==> src/bdot_pkg.sv <==
package bdot_pkg;

  // Fixed field widths
  localparam int AXES       = 3;
  localparam int AXIS_W     = 2;
  localparam int RATE_W     = 16;
  localparam int GAIN_W     = 16;
  localparam int THR_W      = 15;
  localparam int SCALE_W    = 8;
  localparam int DUTY_W     = 16;
  localparam int CNT_W      = 5;
  localparam int CFG_IDX_W  = 2;
  localparam int CFG_DATA_W = 16;

  // Duty saturation limit, Q1.15
  localparam int DUTY_MAX = 32767;
  localparam logic signed [DUTY_W-1:0] DUTY_POS = 16'sd32767;
  localparam logic signed [DUTY_W-1:0] DUTY_NEG = -16'sd32767;

  // Register reset values
  localparam logic [GAIN_W-1:0]  GAIN_RST  = 16'd8192;
  localparam logic [THR_W-1:0]   THR_RST   = 15'd200;
  localparam logic [SCALE_W-1:0] SCALE_RST = 8'd77;

  // Register indexes
  typedef enum logic [CFG_IDX_W-1:0] {
    REG_DUTY_GAIN      = 2'd0,
    REG_RATE_THRESHOLD = 2'd1,
    REG_MISSION_SCALE  = 2'd2
  } cfg_reg_t;

  // Command to the serial multiplier
  typedef struct packed {
    logic             start;
    logic [CNT_W-1:0] nbits;
  } mac_cmd_t;

endpackage

==> src/bdot_in_if.sv <==
interface bdot_in_if
  import bdot_pkg::*;
#(
  parameter int FIELD_WIDTH = 16
);
  logic                     valid;
  logic                     ready;
  logic signed [FIELD_WIDTH-1:0] field_x;
  logic signed [FIELD_WIDTH-1:0] field_y;
  logic signed [FIELD_WIDTH-1:0] field_z;
  logic signed [RATE_W-1:0] rate_x;
  logic signed [RATE_W-1:0] rate_y;
  logic signed [RATE_W-1:0] rate_z;

  modport source (
    output valid, field_x, field_y, field_z, rate_x, rate_y, rate_z,
    input  ready
  );

  modport sink (
    input  valid, field_x, field_y, field_z, rate_x, rate_y, rate_z,
    output ready
  );
endinterface

==> src/bdot_out_if.sv <==
interface bdot_out_if
  import bdot_pkg::*;
();
  logic                     valid;
  logic                     ready;
  logic signed [DUTY_W-1:0] duty_x;
  logic signed [DUTY_W-1:0] duty_y;
  logic signed [DUTY_W-1:0] duty_z;
  logic                     mode_now;

  modport source (
    output valid, duty_x, duty_y, duty_z, mode_now,
    input  ready
  );

  modport sink (
    input  valid, duty_x, duty_y, duty_z, mode_now,
    output ready
  );
endinterface

==> src/bdot_mac.sv <==
module bdot_mac
  import bdot_pkg::*;
#(
  parameter int MW = 17
) (
  input  logic                           clk,
  input  logic                           rst,
  input  mac_cmd_t                       cmd,
  input  logic signed [MW-1:0]           mcand_in,
  input  logic        [GAIN_W-1:0]       mplier_in,
  output logic                           done,
  output logic signed [MW+GAIN_W-1:0]    product
);

  localparam int PW = MW + GAIN_W;

  logic signed [MW-1:0]     mcand;
  logic        [GAIN_W-1:0] mplier;
  logic        [CNT_W-1:0]  cnt;
  logic signed [PW-1:0]     acc;
  logic signed [PW-1:0]     addend;

  // Add the multiplicand when the current multiplier bit is set
  assign addend  = mplier[GAIN_W-1] ? PW'(mcand) : '0;
  assign product = acc;

  // Shift and add, one multiplier bit per cycle, MSB first
  always_ff @(posedge clk) begin
    if (rst) begin
      cnt  <= '0;
      done <= 1'b0;
    end else begin
      done <= 1'b0;
      if (cmd.start) begin
        acc    <= '0;
        mcand  <= mcand_in;
        mplier <= mplier_in;
        cnt    <= cmd.nbits;
      end else if (cnt != '0) begin
        acc    <= (acc <<< 1) + addend;
        mplier <= mplier << 1;
        cnt    <= cnt - 1'b1;
        if (cnt == CNT_W'(1)) begin
          done <= 1'b1;
        end
      end
    end
  end

endmodule

==> src/bdot_detumble_controller.sv <==
// B-dot detumbling controller. Each request carries three field axes and three
// gyro axes; the block returns one duty triple and the mode after that tick.
// Duty per axis is -(field - previous field) * duty_gain, saturated to +/-32767;
// in mission mode it is further scaled by mission_scale/256 (toward zero). The
// tick on which all gyro axes fall within +/-rate_threshold in detumble mode
// switches to mission and returns zero duty; mission mode is sticky. One item
// is worked at a time: the three axes go in turn through a single shift-add
// multiplier that retires one multiplier bit per cycle: 16 gain bits per axis,
// plus 8 scale bits per axis in mission mode. A finished result sits in the
// output register while the next request is being accepted and worked.
module bdot_detumble_controller
  import bdot_pkg::*;
#(
  parameter int FIELD_WIDTH = 16
) (
  input  logic                  clk,
  input  logic                  rst,
  input  logic                  cfg_we,
  input  logic [CFG_IDX_W-1:0]  cfg_idx,
  input  logic [CFG_DATA_W-1:0] cfg_data,
  bdot_in_if.sink               sample,
  bdot_out_if.source            drive
);

  localparam int DW = FIELD_WIDTH + 1;
  localparam int MW = (DW > DUTY_W) ? DW : DUTY_W;
  localparam int PW = MW + GAIN_W;
  localparam logic signed [PW-1:0] LimHi = PW'(DUTY_MAX);
  localparam logic signed [PW-1:0] LimLo = -LimHi;
  localparam logic signed [PW-1:0] RoundAdd = PW'(255);

  typedef enum logic [6:0] {
    S_IDLE  = 7'b0000001,
    S_DIFF  = 7'b0000010,
    S_GAIN  = 7'b0000100,
    S_CLAMP = 7'b0001000,
    S_SCALE = 7'b0010000,
    S_ROUND = 7'b0100000,
    S_FIN   = 7'b1000000
  } state_t;

  state_t state, state_next;

  // Configuration registers
  logic [GAIN_W-1:0]  duty_gain;
  logic [THR_W-1:0]   rate_threshold;
  logic [SCALE_W-1:0] mission_scale;

  // Working rings, entry 0 is the axis in progress
  logic signed [FIELD_WIDTH-1:0] field_ring [AXES];
  logic signed [FIELD_WIDTH-1:0] last_ring  [AXES];
  logic signed [RATE_W-1:0]      rate_ring  [AXES];
  logic signed [DUTY_W-1:0]      duty_ring  [AXES];

  logic [AXIS_W-1:0] axis;
  logic              calm;
  logic              mission;
  logic              mode;

  // Output register
  logic                     out_valid;
  logic signed [DUTY_W-1:0] out_duty [AXES];
  logic                     out_mode;

  // Datapath signals
  logic signed [DW-1:0]     diff;
  logic signed [RATE_W:0]   rate_ext;
  logic signed [RATE_W:0]   thr_ext;
  logic                     rate_pass;
  mac_cmd_t                 mac_cmd;
  logic signed [MW-1:0]     mac_mcand;
  logic [GAIN_W-1:0]        mac_mplier;
  logic                     mac_done;
  logic signed [PW-1:0]     mac_prod;
  logic signed [PW-1:0]     neg_prod;
  logic signed [PW-1:0]     scaled;
  logic signed [DUTY_W-1:0] clamp_duty;
  logic signed [DUTY_W-1:0] store_duty;
  logic                     store;
  logic                     last_axis;
  logic                     load_out;
  logic                     accept;
  logic                     switch_now;

  assign accept    = sample.valid && sample.ready;
  assign last_axis = (axis == AXIS_W'(AXES - 1));
  assign load_out  = (state == S_FIN) && (!out_valid || drive.ready);
  assign switch_now = !mission && calm;

  // Accept a request only between items, never during reset
  assign sample.ready = (state == S_IDLE) && !rst;

  // Drive result ports
  assign drive.valid    = out_valid;
  assign drive.duty_x   = out_duty[0];
  assign drive.duty_y   = out_duty[1];
  assign drive.duty_z   = out_duty[2];
  assign drive.mode_now = out_mode;

  // Field change and gyro threshold test for the current axis
  assign diff      = DW'(field_ring[0]) - DW'(last_ring[0]);
  assign rate_ext  = (RATE_W+1)'(rate_ring[0]);
  assign thr_ext   = signed'({2'b00, rate_threshold});
  assign rate_pass = (rate_ext <= thr_ext) && (rate_ext >= -thr_ext);

  // Negate and saturate the gain product
  assign neg_prod = -mac_prod;
  always_comb begin
    if (mac_prod > LimHi) begin
      clamp_duty = DUTY_NEG;
    end else if (mac_prod < LimLo) begin
      clamp_duty = DUTY_POS;
    end else begin
      clamp_duty = neg_prod[DUTY_W-1:0];
    end
  end

  // Divide the scaled product by 256, truncating toward zero
  assign scaled = mac_prod[PW-1] ? ((mac_prod + RoundAdd) >>> 8) : (mac_prod >>> 8);

  // Feed the shared multiplier: gain pass, then scale pass in mission
  always_comb begin
    mac_cmd.start = 1'b0;
    mac_cmd.nbits = CNT_W'(GAIN_W);
    mac_mcand     = MW'(diff);
    mac_mplier    = duty_gain;
    if (state == S_DIFF) begin
      mac_cmd.start = 1'b1;
    end else if (state == S_CLAMP && mission) begin
      mac_cmd.start = 1'b1;
      mac_cmd.nbits = CNT_W'(SCALE_W);
      mac_mcand     = MW'(clamp_duty);
      mac_mplier    = {mission_scale, {(GAIN_W-SCALE_W){1'b0}}};
    end
  end

  bdot_mac #(
    .MW (MW)
  ) u_mac (
    .clk       (clk),
    .rst       (rst),
    .cmd       (mac_cmd),
    .mcand_in  (mac_mcand),
    .mplier_in (mac_mplier),
    .done      (mac_done),
    .product   (mac_prod)
  );

  // Finish an axis after the gain pass or the scale pass
  always_comb begin
    store      = 1'b0;
    store_duty = clamp_duty;
    if (state == S_CLAMP && !mission) begin
      store = 1'b1;
    end else if (state == S_ROUND) begin
      store      = 1'b1;
      store_duty = scaled[DUTY_W-1:0];
    end
  end

  // Sequence the three axes
  always_comb begin
    state_next = state;
    unique case (state)
      S_IDLE:  if (accept) state_next = S_DIFF;
      S_DIFF:  state_next = S_GAIN;
      S_GAIN:  if (mac_done) state_next = S_CLAMP;
      S_CLAMP: begin
        if (mission) state_next = S_SCALE;
        else if (last_axis) state_next = S_FIN;
        else state_next = S_DIFF;
      end
      S_SCALE: if (mac_done) state_next = S_ROUND;
      S_ROUND: state_next = last_axis ? S_FIN : S_DIFF;
      S_FIN:   if (load_out) state_next = S_IDLE;
      default: state_next = S_IDLE;
    endcase
  end

  always_ff @(posedge clk) begin
    if (rst) begin
      state <= S_IDLE;
    end else begin
      state <= state_next;
    end
  end

  // Hold configuration registers
  always_ff @(posedge clk) begin
    if (rst) begin
      duty_gain      <= GAIN_RST;
      rate_threshold <= THR_RST;
      mission_scale  <= SCALE_RST;
    end else if (cfg_we) begin
      unique case (cfg_idx)
        REG_DUTY_GAIN:      duty_gain      <= cfg_data[GAIN_W-1:0];
        REG_RATE_THRESHOLD: rate_threshold <= cfg_data[THR_W-1:0];
        REG_MISSION_SCALE:  mission_scale  <= cfg_data[SCALE_W-1:0];
        default: ;
      endcase
    end
  end

  // Capture the request and rotate the rings as axes finish
  always_ff @(posedge clk) begin
    if (accept) begin
      field_ring[0] <= sample.field_x;
      field_ring[1] <= sample.field_y;
      field_ring[2] <= sample.field_z;
      rate_ring[0]  <= sample.rate_x;
      rate_ring[1]  <= sample.rate_y;
      rate_ring[2]  <= sample.rate_z;
    end else if (store) begin
      field_ring[0] <= field_ring[1];
      field_ring[1] <= field_ring[2];
      field_ring[2] <= field_ring[0];
      rate_ring[0]  <= rate_ring[1];
      rate_ring[1]  <= rate_ring[2];
      rate_ring[2]  <= rate_ring[0];
    end
    if (store) begin
      duty_ring[2] <= store_duty;
      duty_ring[1] <= duty_ring[2];
      duty_ring[0] <= duty_ring[1];
    end
  end

  // Advance control: previous field, axis count, calm flag, mode
  always_ff @(posedge clk) begin
    if (rst) begin
      last_ring[0] <= '0;
      last_ring[1] <= '0;
      last_ring[2] <= '0;
      axis         <= '0;
      calm         <= 1'b0;
      mission      <= 1'b0;
      mode         <= 1'b0;
    end else begin
      if (accept) begin
        axis    <= '0;
        calm    <= 1'b1;
        mission <= mode;
      end
      if (state == S_DIFF) begin
        calm <= calm & rate_pass;
      end
      if (store) begin
        last_ring[0] <= last_ring[1];
        last_ring[1] <= last_ring[2];
        last_ring[2] <= field_ring[0];
        axis         <= axis + 1'b1;
      end
      if (load_out && switch_now) begin
        mode <= 1'b1;
      end
    end
  end

  // Hold the result until the sink takes it
  always_ff @(posedge clk) begin
    if (rst) begin
      out_valid <= 1'b0;
    end else if (load_out) begin
      out_valid <= 1'b1;
    end else if (drive.ready) begin
      out_valid <= 1'b0;
    end
  end

  always_ff @(posedge clk) begin
    if (load_out) begin
      out_duty[0] <= switch_now ? '0 : duty_ring[0];
      out_duty[1] <= switch_now ? '0 : duty_ring[1];
      out_duty[2] <= switch_now ? '0 : duty_ring[2];
      out_mode    <= mission | calm;
    end
  end

endmodule
==> src/flat_wrapper.sv <==
// flat-port wrapper written by rule: the top's interface ports become plain ports
module bdot_detumble_controller_flat import bdot_pkg::*;
#(
  parameter int FIELD_WIDTH = 16
)
  (clk, rst, cfg_we, cfg_idx, cfg_data, sample_valid, sample_field_x, sample_field_y, sample_field_z, sample_rate_x, sample_rate_y, sample_rate_z, sample_ready, drive_valid, drive_duty_x, drive_duty_y, drive_duty_z, drive_mode_now, drive_ready);
  bdot_in_if #(.FIELD_WIDTH(FIELD_WIDTH)) sample_i ();
  bdot_out_if drive_i ();
  input  logic clk;
  input  logic rst;
  input  logic cfg_we;
  input  logic [CFG_IDX_W-1:0] cfg_idx;
  input  logic [CFG_DATA_W-1:0] cfg_data;
  input wire logic [$bits(sample_i.valid)-1:0] sample_valid;
  input wire logic [$bits(sample_i.field_x)-1:0] sample_field_x;
  input wire logic [$bits(sample_i.field_y)-1:0] sample_field_y;
  input wire logic [$bits(sample_i.field_z)-1:0] sample_field_z;
  input wire logic [$bits(sample_i.rate_x)-1:0] sample_rate_x;
  input wire logic [$bits(sample_i.rate_y)-1:0] sample_rate_y;
  input wire logic [$bits(sample_i.rate_z)-1:0] sample_rate_z;
  output wire logic [$bits(sample_i.ready)-1:0] sample_ready;
  output wire logic [$bits(drive_i.valid)-1:0] drive_valid;
  output wire logic [$bits(drive_i.duty_x)-1:0] drive_duty_x;
  output wire logic [$bits(drive_i.duty_y)-1:0] drive_duty_y;
  output wire logic [$bits(drive_i.duty_z)-1:0] drive_duty_z;
  output wire logic [$bits(drive_i.mode_now)-1:0] drive_mode_now;
  input wire logic [$bits(drive_i.ready)-1:0] drive_ready;
  assign sample_i.valid = sample_valid;
  assign sample_i.field_x = sample_field_x;
  assign sample_i.field_y = sample_field_y;
  assign sample_i.field_z = sample_field_z;
  assign sample_i.rate_x = sample_rate_x;
  assign sample_i.rate_y = sample_rate_y;
  assign sample_i.rate_z = sample_rate_z;
  assign sample_ready = sample_i.ready;
  assign drive_valid = drive_i.valid;
  assign drive_duty_x = drive_i.duty_x;
  assign drive_duty_y = drive_i.duty_y;
  assign drive_duty_z = drive_i.duty_z;
  assign drive_mode_now = drive_i.mode_now;
  assign drive_i.ready = drive_ready;
  bdot_detumble_controller #(.FIELD_WIDTH(FIELD_WIDTH)) u_core (.clk(clk), .rst(rst), .cfg_we(cfg_we), .cfg_idx(cfg_idx), .cfg_data(cfg_data), .sample(sample_i), .drive(drive_i));
endmodule
==> config.mk <==
export PLATFORM = sky130hd
export DESIGN_NAME = bdot_detumble_controller_flat
export DESIGN_NICKNAME = d
export VERILOG_FILES = /design/src/bdot_pkg.sv /design/src/bdot_in_if.sv /design/src/bdot_out_if.sv /design/src/bdot_mac.sv /design/src/bdot_detumble_controller.sv /design/src/flat_wrapper.sv
export SDC_FILE = /design/constraint.sdc
export NUM_CORES = 1
export LEC_CHECK = 0
export ABC_CLOCK_PERIOD_IN_PS = 22300
export BUFFER_PORTS_ARGS = -buffer_cell sky130_fd_sc_hd__buf_2
export CAP_MARGIN = 20
export CORE_ASPECT_RATIO = 1.4
export CORE_MARGIN = 5
export CORE_UTILIZATION = 60
export CTS_BUF_LIST = sky130_fd_sc_hd__clkbuf_4 sky130_fd_sc_hd__clkbuf_8
export CTS_CLUSTER_DIAMETER = 50
export DETAILED_ROUTE_END_ITERATION = 6
export PLACE_DENSITY_LB_ADDON = 0.05
export SETUP_SLACK_MARGIN = 0.15
export SKIP_CTS_REPAIR_TIMING = 1
export SLEW_MARGIN = 10
export SYNTH_ARGS = -nofsm -noshare
export SYNTH_HDL_FRONTEND = slang
export SYNTH_HIERARCHICAL = 1
export SYNTH_SLANG_ARGS = --single-unit
export TNS_END_PERCENT = 1
==> constraint.sdc <==
create_clock -name clk -period 22.3 [get_ports clk]
set_input_delay 2.23 -clock clk [delete_from_list [all_inputs] [get_ports clk]]
set_output_delay 2.23 -clock clk [all_outputs]
set_load 0.02 [all_outputs]
# Yosys cells after proc, flatten, opt, wreduce, memory -nomap -nowiden
# Memories as Yosys holds them, arrays and structs flattened.
# Cells that the tools add are included.
[totals]
n_memories = 5
reg_bits = 125
ram_bits = 240
in_bits = 119
[op_classes]
eq_ne = 15
reduce_logical = 25
n_lt_le_gt_ge = 4
mux = 58
bitwise = 13
n_addsub = 7
[mem_list]
columns = ["memory", "words", "word_bits", "rd", "rd_ports_with_merged_regs", "wr", "line_no", "rtl"]
rows = [
  ["u_core.duty_ring", 3, 16, 3, 0, 3, "bdot_detumble_controller.sv:53", "logic signed [DUTY_W-1:0] duty_ring [AXES];"],
  ["u_core.field_ring", 3, 16, 3, 0, 3, "bdot_detumble_controller.sv:50", "logic signed [FIELD_WIDTH-1:0] field_ring [AXES];"],
  ["u_core.last_ring", 3, 16, 3, 0, 3, "bdot_detumble_controller.sv:51", "logic signed [FIELD_WIDTH-1:0] last_ring [AXES];"],
  ["u_core.out_duty", 3, 16, 3, 0, 3, "bdot_detumble_controller.sv:62", "logic signed [DUTY_W-1:0] out_duty [AXES];"],
  ["u_core.rate_ring", 3, 16, 3, 0, 3, "bdot_detumble_controller.sv:52", "logic signed [RATE_W-1:0] rate_ring [AXES];"],
]
[ops]
columns = ["op", "n"]
rows = [
  ["$mux 16", 21],
  ["$mux 33", 2],
  ["$pmux 7 s7", 1],
  ["$mux 7", 6],
  ["$mux 17", 2],
  ["$add 33x33->33", 1],
  ["$gt 33x16->1 const B", 1],
  ["$lt 33x16->1 const B", 1],
  ["$add 24x9->24 const B", 1],
  ["$mux 1", 20],
  ["$ge 16x17->1", 1],
  ["$neg 15->17", 1],
  ["$sub 16x16->17", 1],
  ["$le 16x16->1", 1],
  ["$neg 16->16", 1],
  ["$mux 5", 3],
  ["$or 1x1->1", 10],
  ["$reduce_and 2->1", 5],
  ["$logic_and 1x1->1", 8],
  ["$reduce_bool 2->1", 4],
  ["$eq 7x1->1 const B", 1],
  ["$eq 7x2->1 const B", 1],
  ["$eq 7x3->1 const B", 1],
  ["$eq 7x4->1 const B", 1],
  ["20 further kinds", 27],
]

# Depth between registers and ports, before layout
[logic_depth]
word_depth = 7
depth_mapped = 15
mapped_depth_nobuf = 14

# Cells and area by module
# Netlist, hierarchy kept.
[by_module_without_submodules]
columns = ["module", "area_per_inst_um2", "seq_area_each_um2", "instances", "cells_each"]
rows = [
  ["bdot_detumble_controller", 14198.6, 8277.9, 1, 1371],
  ["bdot_mac", 4609.4, 2102.0, 1, 459],
]

# Least setup slack after synthesis
# OpenSTA, ideal clock, no wires.
[synth_timing]
path_type = "input-to-reg"
startpoint = "input rst"
endpoint = "register u_core.axis[0]"
arrival_time_ps = 9757
setup_slack_ps = 12417
cell_stages = 4
n_path_buf = 0
required_time_ps = 22174
setup_time_ps = 126
cell_sequence = "nand2b_1 o21ai_0 mux2i_1 nor2b_1"
[synth_between]
elab_chain_cells = 4
[synth_lines]
columns = ["item", "line_no", "rtl"]
rows = [
  ["from (decl)", "flat_wrapper.sv:10", "input logic rst;"],
  ["$logic_not 1->1", "bdot_detumble_controller.sv:91", "assign sample.ready = (state == S_IDLE) && !rst;"],
  ["$logic_and 1x1->1", "bdot_detumble_controller.sv:91", ""],
  ["$logic_and 1x1->1", "bdot_detumble_controller.sv:85", "assign accept = sample.valid && sample.ready;"],
  ["$reduce_bool 2->1 (no line)", "n/a", ""],
  ["to (signal assigned)", "bdot_detumble_controller.sv:251", "axis <= axis + 1'b1;"],
  ["to (decl)", "bdot_detumble_controller.sv:55", "logic [AXIS_W-1:0] axis;"],
]
# Parallel ways exist; a longest one is shown, timed or not.
# A chain may end at the register's enable or synchronous reset.

# Worst setup path after layout
[layout_timing]
startpoint = "input rst"
endpoint = "output sample_ready"
[layout_between]
elab_chain_cells = 2
[layout_lines]
columns = ["item", "line_no", "rtl"]
rows = [
  ["$logic_not 1->1", "bdot_detumble_controller.sv:91", ""],
  ["$logic_and 1x1->1", "bdot_detumble_controller.sv:91", ""],
  ["to (decl)", "flat_wrapper.sv:21", "output wire logic [$bits(sample_i.ready)-1:0] sample_ready;"],
]
# Every way passes these cells.

==> results by group <==
Global routing
  – GRT Util Overall: 0.228
  – Vias in the first global route: 13,600
  – First-pass GRT wire length: 65,800 um
  – Largest net degree at the start of global routing: 110
  – Initial antenna violation count: 2
  – Total gr overflow: 0

Cells and area
  – Multi-input gate area in the final layout: 0.00790 mm^2
  – Non-filler instance count after layout: 2,422
  – Final Net Count: 2,178
  – Share of cells above drive strength 1: 0.172
  – FILL cells: 2,405
  – Area Growth Syn to Fin: 11.8%
  – Reg area: 0.0104 mm^2
  – Finished Cell Area: 0.0210 mm^2

Logic synthesis
  – Ys async rst share: 0
  – Syn_area_per_cell: 10.3 um^2
  – Number of synthesized register bits: 365
  – EDFF count, synth: 307
  – Area contributors post-synth: edfxtp_1, nand2_1, dfxtp_1
  – Seq/Total Area, Yosys: 0.552
  – Ys flop type: edfxtp_1
  – Synth cell count leaders: nand2_1, edfxtp_1, and2_1, nor2_1, a21oi_1
  – Post-Synthesis Cells: 1,830
  – Dominant cell by count in the synthesized netlist: nand2_1
  – Synth top area share: 0.490
  – Yosys cell types: 89
  – Cell area after synthesis: 0.0188 mm^2
  – Top cell type by total area after synthesis: edfxtp_1
  – YS warnings: 6

Timing
  – Pins over their slew limit: 0
  – Setup_tns: 0 ns
  – Max Freq: 0.192 GHz
  – RSZ-0062 raised after global routing: no
  – Worst slew pin tran: 1.07 ns
  – Final setup violation count: 0
  – Final Hold Fails: 0
  – Period utilisation layout: 0.233
  – Final Skew: 0.0141 ns
  – Rel. slew slack: 0.284
  – Min Tclk post-route: 5.21 ns

Clock network
  – H-tree levels: 2
  – Clock buffer count from CTS: 53
  – Clock slew at reported path FFs: 0.06 ns
  – CTS Buffer Depth: 3
  – CTS tree: yes
  – CTS Root Cell: clkbuf_8
  – Clock latency on the worst-skew pair: 0.60 ns
  – Clock sink count: 365

Worst setup path
  – Worst EP arrival: 2.98 ns
  – CP Cell Sequence: buf_2 -> buf_4 -> nor2_1 -> buf_2
  – Worst Path Buf+Inv: 3
  – Delay-heaviest family, CP: buffers and inverters
  – Slowest-stage cell, CP: buf_4
  – CP Capture Type: primary output
  – Data required, critical path: 20.07 ns
  – Crit path largest cell delay: 0.24 ns
  – Crit path top cell by count: buf_2
  – Critical path class: input pin to primary output
  – Worst Path Max Fanout: 35
  – Nature of the critical path startpoint: input pin

Placed design
  – Placed Cells incl. Taps: 2,321
  – Routability congestion estimate: 0.952
  – DP Area: 0.0199 mm^2
  – HPWL Detailed: 28,500 um
  – PortBufs: 169

Outcome
  – Status: completed

Die
  – Full die area: 0.0350 mm^2
  – Die X-Extent: 160 um
  – Core box area: 0.0309 mm^2
  – FP Rows: 76
  – Die Height: 219 um
  – Initial core utilization: 0.609
  – Ports: 170

Detailed routing
  – DR top layer: met4
  – DR pass1 iterations: 5
  – Final WL: 40,200 um
  – Met3 routed WL: 2190 um
  – Residual DRC: 0
  – Met1 WL: 16,400 um
  – Via count: 13,600
  – Met2 WL: 20,000 um
  – Iteration-0 DRC count of the detailed router: 806
  – Routed Antenna Nets: 0
  – WL/cell: 16.6 um
  – Vias per cell: 5.61

Job
  – Max-cap violations: 0

Power
  – Peak VDD IR: 0.0000597 V
  – Lkg Pwr: 8.48 nW
  – Pwr dens: 95.7 mW/mm^2

Worst hold path
  – Hold Path Class: flip-flop to flip-flop
-- logic make-up after synthesis --
logic type               count (synthesis)  share of synthesized area
AO/OA/AOI/OAI                          252                     0.0851
flip-flops                             365                      0.552
adder cells (fa/ha/maj)                 72                     0.0487
AND/OR/NAND/NOR                        868                      0.217
other                                    1                   0.000199
buffers and inverters                  141                     0.0309
XOR/XNOR                                77                     0.0359
multiplexers                            54                     0.0306
-- worst register-to-register path: stages (launching register included) --
cell	delay [ns]
dfxtp_1	0.38
or3_1	0.43
nor3_1	0.47
nand3_1	0.13
buf_4	0.25
nand2_2	0.08
buf_4	0.55
inv_1	0.38
nand2_1	0.19
nor2b_2	0.06
a311o_1	0.34
a211o_1	0.27
-- report_power, final --
group	switching [mW]	leakage, nW	total [mW]	internal, mW
sequential	0.117	3.36	0.972	0.855
combinational	0.297	4.55	0.513	0.216
clock	0.245	0.579	0.527	0.282
total	0.659	8.48	2.01	1.35
-- layout by cell type (no fill, tap or decap), drive strengths merged, types with 8 or more instances in the layout --
cell    count
a21o       16
a21oi      91
a31oi       8
and2      121
and3       16
buf       184
clkbuf     82
clkinv     14
dfxtp      58
edfxtp    307
ha         70
inv        59
mux2       28
mux2i      26
nand2     440
nand2b     17
nand3      26
nand3b      9
nand4      19
nor2      118
nor2b      20
nor3       26
nor4       12
o21a        8
o21ai      61
or3         9
xnor2      42
xor2       35
-- state kept, by name, indices dropped and copies added, names as in the netlist, 8 cells and up --
register and flops:
u_core/out_duty 48, u_core/rate_threshold 15, u_core/u_mac/mcand 17, u_core/field_ring 48
u_core/u_mac/mplier 16, u_core/last_ring 48, u_core/duty_gain 16, u_core/u_mac/product 33
u_core/mission_scale 8, u_core/duty_ring 48, u_core/rate_ring 48
-- metrics by stage --
stage          hold slack (ns)   util  setup WS (ns)  total power, mW
2_1_floorplan            0.417      -          12.42             1.35
3_3_place_gp             0.421  0.645          17.10             1.47
3_5_place_dp             0.426  0.645          17.11             1.49
4_1_cts                  0.441  0.679          17.10             2.02
5_1_grt                  0.447  0.680          17.07             2.13
6_report                 0.440  0.680          17.09             2.01
-- metal layers --
metal / vias up / global-route usage
li1: 6717 / -
met1: 6344 / 0.277
met4: 0 / 0.0996
met2: 398 / 0.402
met3: 117 / 0.0402
met5: - / 0
-- final cells by class --
class	count	share of cell area
timing repair buffer	184	0.0462
sequential	365	0.494
antenna	2	0.000238
clock buffer	82	0.0468
tap	390	0.0232
clock inverter	16	0.00387
inverter	57	0.0103
multi-input combinational	1326	0.376
-- final timing paths --
kind | cells after the start | to | start | slack, ns
setup / recovery | 4 | sample_ready | rst | 17.09
hold / removal | 0 | u_core/duty_ring[0][3]$_DFFE_PP_ | u_core/duty_ring[0][19]$_DFFE_PP_ | 0.44
setup reg to reg | 11 | u_core/u_mac/product[25]$_SDFFCE_PP0P_ | u_core/state[4]$_SDFFE_PP0P_ | 18.50
hold reg to reg | 0 | u_core/duty_ring[0][3]$_DFFE_PP_ | u_core/duty_ring[0][19]$_DFFE_PP_ | 0.44
No activity file was read; power rests on OpenSTA's default activity.
